### config.mk
export PLATFORM = sky130hd
export DESIGN_NAME = crpe_index_sel
export DESIGN_NICKNAME = d
export VERILOG_FILES = /design/src/rtl/catmull_rom_point_eval_defines.svh /design/src/rtl/crpe_pkg.sv /design/src/rtl/crpe_index_sel.sv
export SDC_FILE = /design/constraint.sdc
export NUM_CORES = 1
export LEC_CHECK = 0
export CORE_MARGIN = 3
export CORE_UTILIZATION = 50
export DETAILED_ROUTE_END_ITERATION = 8
export DONT_BUFFER_PORTS = 1
export PLACE_DENSITY = 0.67
export SLEW_MARGIN = 20
export SYNTH_ARGS = -nofsm -noshare
export SYNTH_HDL_FRONTEND = slang
export SYNTH_SLANG_ARGS = --single-unit
### constraint.sdc
create_clock -name vclk -period 6.28
set_input_delay 1.57 -clock vclk [all_inputs]
set_output_delay 1.57 -clock vclk [all_outputs]
set_load 0.01 [all_outputs]
### src/rtl/catmull_rom_point_eval_defines.svh
// Assertion macros for the RTL file that checks its own logic.
`ifndef CATMULL_ROM_POINT_EVAL_DEFINES_SVH
`define CATMULL_ROM_POINT_EVAL_DEFINES_SVH

`ifndef SYNTHESIS

// Check a property outside reset.
`define CRPE_ASSERT(name, prop) \
    name: assert property (@(posedge i_clk) disable iff (!i_rst_n) prop) \
        else $error("crpe assertion failed");

// Check a property at every edge, reset included.
`define CRPE_ASSERT_RST(name, prop) \
    name: assert property (@(posedge i_clk) prop) \
        else $error("crpe reset assertion failed");

`else

`define CRPE_ASSERT(name, prop)
`define CRPE_ASSERT_RST(name, prop)

`endif

`endif

### src/rtl/crpe_pkg.sv
package crpe_pkg;

    // Store and field geometry
    localparam int MAX_POINTS = 64;
    localparam int FRAC_BITS  = 12;
    localparam int T_W        = 18;
    localparam int SEG_W      = T_W - FRAC_BITS;
    localparam int PT_W       = 16;
    localparam int PIDX_W     = 6;
    localparam int CNT_W      = 7;
    localparam int ADDR_W     = $clog2(MAX_POINTS);
    localparam int NUM_TAPS   = 4;

    // Datapath widths
    localparam int F2_W    = 2 * FRAC_BITS;
    localparam int F3_W    = 3 * FRAC_BITS;
    localparam int Q_W     = F3_W + 4;
    localparam int W_W     = 2 * FRAC_BITS + 3;
    localparam int PROD_W  = PT_W + W_W;
    localparam int ACC_W   = PROD_W + 2;
    localparam int OUT_SH  = 2 * FRAC_BITS + 1;
    localparam int SUM_W   = ACC_W - OUT_SH;
    localparam int N_STG   = 5;

    // Rounding and saturation constants
    localparam logic signed [Q_W-1:0]   ONE_Q   = Q_W'(1) << F3_W;
    localparam logic signed [Q_W-1:0]   W_RND   = Q_W'(1) << (FRAC_BITS - 1);
    localparam logic signed [ACC_W-1:0] OUT_RND = ACC_W'(1) << (2 * FRAC_BITS);
    localparam logic signed [SUM_W-1:0] SAT_HI  = SUM_W'(2 ** (PT_W - 1) - 1);
    localparam logic signed [SUM_W-1:0] SAT_LO  = SUM_W'(-(2 ** (PT_W - 1)));

    // Configuration port
    localparam int PADDR_W   = 3;
    localparam int PDATA_W   = 32;
    localparam int REG_IDX_W = 1;
    localparam logic [REG_IDX_W-1:0] REG_LOOPED_MODE = 1'd0;
    localparam logic [REG_IDX_W-1:0] REG_POINT_COUNT = 1'd1;
    localparam logic [CNT_W-1:0]     COUNT_RESET     = 7'd2;

    // Commands
    localparam logic CMD_WRITE = 1'b0;
    localparam logic CMD_EVAL  = 1'b1;

    // Chosen store addresses for one evaluation
    typedef struct packed {
        logic [NUM_TAPS-1:0][ADDR_W-1:0] idx;
        logic                            err;
    } t_idx_sel;

endpackage

### src/rtl/crpe_index_sel.sv
module crpe_index_sel (
    input  logic                        i_looped,
    input  logic [crpe_pkg::CNT_W-1:0]  i_count,
    input  logic [crpe_pkg::SEG_W-1:0]  i_seg,
    output crpe_pkg::t_idx_sel          o_sel
);
    import crpe_pkg::*;

    logic [CNT_W-1:0] w_n;
    logic [CNT_W-1:0] w_seg;
    logic [CNT_W-1:0] w_seg1;
    logic [CNT_W-1:0] w_c0;
    logic [CNT_W-1:0] w_c2;
    logic [CNT_W-1:0] w_c3;

    // Limit the count to the store size
    assign w_n    = (i_count > CNT_W'(MAX_POINTS)) ? CNT_W'(MAX_POINTS) : i_count;
    assign w_seg  = CNT_W'(i_seg);
    assign w_seg1 = w_seg + CNT_W'(1);

    // Clamped neighbors; with seg below n, seg+1 wraps only when it reaches n
    assign w_c0 = (w_seg == '0) ? '0 : w_seg - CNT_W'(1);
    assign w_c2 = (w_seg1 == w_n) ? '0 : w_seg1;
    assign w_c3 = (w_c2 == w_n - CNT_W'(1)) ? w_c2 : w_c2 + CNT_W'(1);

    // Pick addresses and range check for the mode
    always_comb begin
        if (i_looped) begin
            o_sel.idx[0] = ADDR_W'(w_seg);
            o_sel.idx[1] = ADDR_W'(w_seg + CNT_W'(1));
            o_sel.idx[2] = ADDR_W'(w_seg + CNT_W'(2));
            o_sel.idx[3] = ADDR_W'(w_seg + CNT_W'(3));
            o_sel.err    = (w_n == '0) || ((w_seg + CNT_W'(3)) >= w_n);
        end else begin
            o_sel.idx[0] = ADDR_W'(w_c0);
            o_sel.idx[1] = ADDR_W'(w_seg);
            o_sel.idx[2] = ADDR_W'(w_c2);
            o_sel.idx[3] = ADDR_W'(w_c3);
            o_sel.err    = (w_n == '0) || (w_seg >= w_n);
        end
    end

endmodule

# After elaboration in Yosys (flattened, before gate mapping)
# Cells that the tools add are included.
[word_totals] register_bits=0 wordCells=20 out_inout_bits=25 in_bits=14
[classes] n_eq_ne=2 n_addsub=6 muxes=5 n_lt_le_gt_ge=3 reduce_logical=4
[op_table] cell="25-bit two-way mux" n=1
[op_table] cell="7-bit == test" n=2
[op_table] cell="7-bit zero test" n=2
[op_table] cell="7-bit two-way mux" n=2
[op_table] cell="6-bit two-way mux" n=2
[op_table] cell="6-bit by 1-bit adder with 7-bit output, second input constant" n=1
[op_table] cell="6-bit by 2-bit adder with 7-bit output, second input constant" n=1
[op_table] cell="6-bit by 7-bit greater-or-equal comparator with 1-bit output" n=1
[op_table] cell="7-bit greater-or-equal comparator" n=1
[op_table] cell="7-bit > comparator, second input constant" n=1
[op_table] cell="7-bit by 1-bit subtractor with 7-bit output, second input constant" n=1
[op_table] cell="6-bit by 1-bit adder with 6-bit output, second input constant" n=1
[op_table] cell="6-bit by 2-bit adder with 6-bit output, second input constant" n=1
[op_table] cell="6-bit by 1-bit subtractor with 6-bit output, second input constant" n=1
[op_table] cell="1-bit logical OR" n=2

# Longest topological paths before layout
[depth] word_depth=7 ltp_mapped=16 depth_no_buf=13

# Worst setup path before layout
# No wires, ideal clock.
[synth_timing] path_kind="input-to-output" from="input i_seg[0] (netlist bit)" to="output o_sel[24] (netlist bit)" required_time_ns=4.710 n_path_buf=3 slack_ns=0.344 path_stages=14 arrival_ns=4.366 cell_sequence="clkbuf_1 -> inv_1 -> ha_1 -> clkbuf_1 -> xor2_1 -> a211oi_1 -> a2bb2oi_2 -> nor3_2 -> buf_6 -> mux2i_1 -> o31a_2 -> nor2_4 -> or4_1 -> o211ai_1"
[synth_lines] item="from (decl)" line="crpe_index_sel.sv:4" source="input logic [crpe_pkg::SEG_W-1:0] i_seg,"
[synth_lines] item="to (decl)" line="crpe_index_sel.sv:5" source="output crpe_pkg::t_idx_sel o_sel"

==> summary by stage <==
Synth
The adder-cell area share of the yosys netlist is 0.168. The mux cell area share after synthesis is 0.0252. The cell count after synthesis came out at 229. By area the synthesized netlist is led by sky130_fd_sc_hd__ha_1, sky130_fd_sc_hd__xnor2_1, sky130_fd_sc_hd__nand2_1.

The number of nets produced by synthesis is 265. The xor/xnor share of the synthesized area is 0.192. The portion of synthesized cell area occupied by the leading cell type is 0.168. The area fraction in and, or, nand and nor cells after synthesis is 0.291. The count of warnings emitted by yosys is 0. The combinational family with the most area after synthesis is simple AND/OR/NAND/NOR gates. Summed over all instances, the cell type with the most area after synthesis is sky130_fd_sc_hd__ha_1.

Yosys mapped the design onto 58 distinct sky130hd cell types. The area of the mapped netlist is 0.00164 mm^2. The post-synthesis area per instance is 7.15 um^2.

Among all cell types in the netlist, the one instantiated most often is sky130_fd_sc_hd__nand2_1. The synthesized-area fraction occupied by ao, oa, aoi and oai cells came to 0.244. The sequential cell area fraction in the yosys report is 0. After synthesis, the most frequently instantiated cells are sky130_fd_sc_hd__nand2_1, sky130_fd_sc_hd__ha_1, sky130_fd_sc_hd__nor2_1, sky130_fd_sc_hd__o21ai_0, sky130_fd_sc_hd__xnor2_1.

Floorplan
The starting utilization of the core area is 0.532. For this design the top-level I/O count stands at 39. The horizontal extent of the die is 63.2 um.

The die extent in y is 63.2 um. The die outline area is 0.00400 mm^2. The initialized floorplan defines 20 standard-cell rows. The area of the core is 0.00308 mm^2.

Final layout
The total inserted antenna cells is 0. From synthesis to final layout, the design area changed by 0.153%. The sequential cells in the finished layout cover a total of 0 um^2. The layout has 312 filler cells.

The number of sequential cells in the layout is 0. The clock buffers instantiated in the layout total 0. The final layout contains 256 nets. In the final layout, the share of cells above drive strength 1 is 0.0780.

Drt
For this run, design rule violations remaining after detail routing come to 0. The final layout contains routed wiring with a total length of 4340 um. For this block, wires on met1 add up to 2090 um.

The first-iteration detailed-routing DRC count is 119. Detailed routing placed a total of 1930 um of wire on met2. After detailed routing, the average wire length per cell comes to 16.5 um. The number of iterations in the first detailed-routing pass is 4.

After detailed routing, the number of vias per cell comes to 5.99. The detailed router used layers up to and including met4. The total number of vias is 1570. In this run the remaining antenna-violating nets after routing total 0. Detailed routing placed a total of 297 um of wire on met3.

GRT
The initial antenna violation count was 0. In the global route stage, overall resource usage came out at 0.219. Entering global routing, the biggest net connects 33 pins. The remaining global-route overflow is 0. The wire length of the first global-routing pass is 7330 um. The via count of the first global-routing pass is 1409.

Placed design
The wire-length estimate of the detail-placed layout is 3500 um. In this run the tool buffered the top-level ports with 0 buffer cells. The congestion estimate from routability-driven global placement came to 0.912. The worst slack at placement is 0.206 ns.

Hold path
Along the worst hold path, the cell count comes to 1. The worst hold path begins at i_looped. The capture endpoint of the worst hold path is o_sel[23].

The min-delay analysis places its worst path in the category input pin to primary output.

Critical path
The endpoint required time on the critical path is 4.71 ns. The worst setup path is captured at a primary output. Of all nets on the critical path, the largest fanout is 9.

The critical path is of the input pin to primary output type. STA classifies the critical path startpoint as an input pin. Data on the critical path arrives at its endpoint at 4.40 ns.

Power
The completed layout was analyzed and its total power is 122 uW. In this run the static leakage power is 0.685 nW. For this design the ratio of total power to cell area is 74.5 mW/mm^2. IR analysis of the VDD net gives a maximum drop of 0.0000339 V.

Status
The run finished with clean final reports.

Flow run
The number of max-cap violations is 0.

STA
The highest clock rate is 168 MHz. Across all setup checks in the final design, the least slack found is 0.311 ns. The worst path needs 5.97 ns of the cycle, external delays included. After routing, the total negative slack on setup checks comes to 0 ns.

The number of pins exceeding their max-slew limit in the final report came to 0. The share of the clock period used by the worst path is 0.950. Setup repair after global routing left no endpoint under its margin. The final-report hold violation count was 0. Setup violations remaining at the end of the flow were counted as 0. The remaining max-slew budget at the tightest pin is 0.596.

For the pin with the worst max-slew slack, the measured transition is 0.598 ns.

Clock network
In this run the post-CTS setup repair buffer count came out at 0.
## metal layers
layer / up-vias / track usage
met3: 2 / 0.0303
met4: 0 / 0.0162
met5: - / 0
met1: 725 / 0.321
li1: 797 / -
met2: 46 / 0.352
## worst max-delay path: stages
cell,delay [ns]
sky130_fd_sc_hd__nor2b_1,0.35
sky130_fd_sc_hd__inv_1,0.19
sky130_fd_sc_hd__ha_1,0.34
sky130_fd_sc_hd__nor3b_1,0.17
sky130_fd_sc_hd__o211ai_1,0.33
sky130_fd_sc_hd__xor2_1,0.11
sky130_fd_sc_hd__o31ai_1,0.20
sky130_fd_sc_hd__nand2_1,0.08
sky130_fd_sc_hd__a221o_2,0.38
sky130_fd_sc_hd__nor2_4,0.19
sky130_fd_sc_hd__nor2_1,0.07
sky130_fd_sc_hd__o311ai_1,0.23
sky130_fd_sc_hd__buf_4,0.17
## how the worst max path moves through the flow
| stage | startpoint | end | slack (ns) | depth (start not counted) |
|---|---|---|---|---|
| global placement | i_seg[0] | o_sel[24] | 0.33 | 10 |
| detailed placement | i_seg[0] | o_sel[24] | 0.21 | 10 |
| CTS | i_seg[0] | o_sel[24] | 0.21 | 10 |
| global route | i_count[0] | o_sel[22] | 0.1 | 13 |
| finish | i_count[0] | o_sel[22] | 0.31 | 13 |
| floorplan | i_seg[0] | o_sel[24] | 0.34 | 14 |
## logic make-up (layout without fill, tap and decap cells)
family                     count (synthesis)  after routing
and+or+nand+nor                           93             93
xor gates and xnor gates                  26             26
AOI/OAI and AO/OA                         57             57
muxes                                      4              4
buffers and inverters                     27             16
adders and majority gates                 22             22
## what timing repair did
| item | 4_1_cts | 5_1_grt |
|---|---|---|
| setup endpoints to repair | 0 | 1 |
| resized for setup | 0 | 1 |
| hold endpoints to repair | 0 | 0 |
| hold buffers | 0 | 0 |
## report_power, final
part,internal (mW),switching (mW),leakage (nW),total (mW)
Sequential,0,0,0,0
Combinational,0.0519,0.0703,0.685,0.122
Clock,0,0,0,0
Total,0.0519,0.0703,0.685,0.122
## metrics by stage
| step | area, um^2 | instances | utilization | hold WS [ns] |
|---|---|---|---|---|
| after floorplan | 1640 | 229 | - | 3.31 |
| after global placement | 1630 | 262 | 0.531 | 3.22 |
| after detailed placement | 1630 | 262 | 0.531 | 3.22 |
| after CTS | 1630 | 262 | 0.531 | 3.22 |
| after global routing | 1640 | 262 | 0.533 | 3.23 |
| final | 1640 | 262 | 0.533 | 3.23 |
## layout make-up
class	instances	area [um^2]	share of cell area
Timing Repair Buffer	3	22.5	0.0137
Tap cell	44	55.1	0.0336
Inverter	13	48.8	0.0297
Multi-Input combinational cell	202	1510	0.923
## placed cells by master (no fill, tap or decap), drive strengths merged, types with 4 or more instances in the layout
cell type  netlist  final
nor2            21     21
nand3            8      8
a21o             5      5
ha              22     22
o21ai           19     19
inv             13     13
a21oi            8      8
nand4            5      5
xnor2           15     15
nand2           29     29
nor3             6      6
nand2b           8      8
xor2             8      8
o31ai            4      4
(Power assumes the default switching activity.)
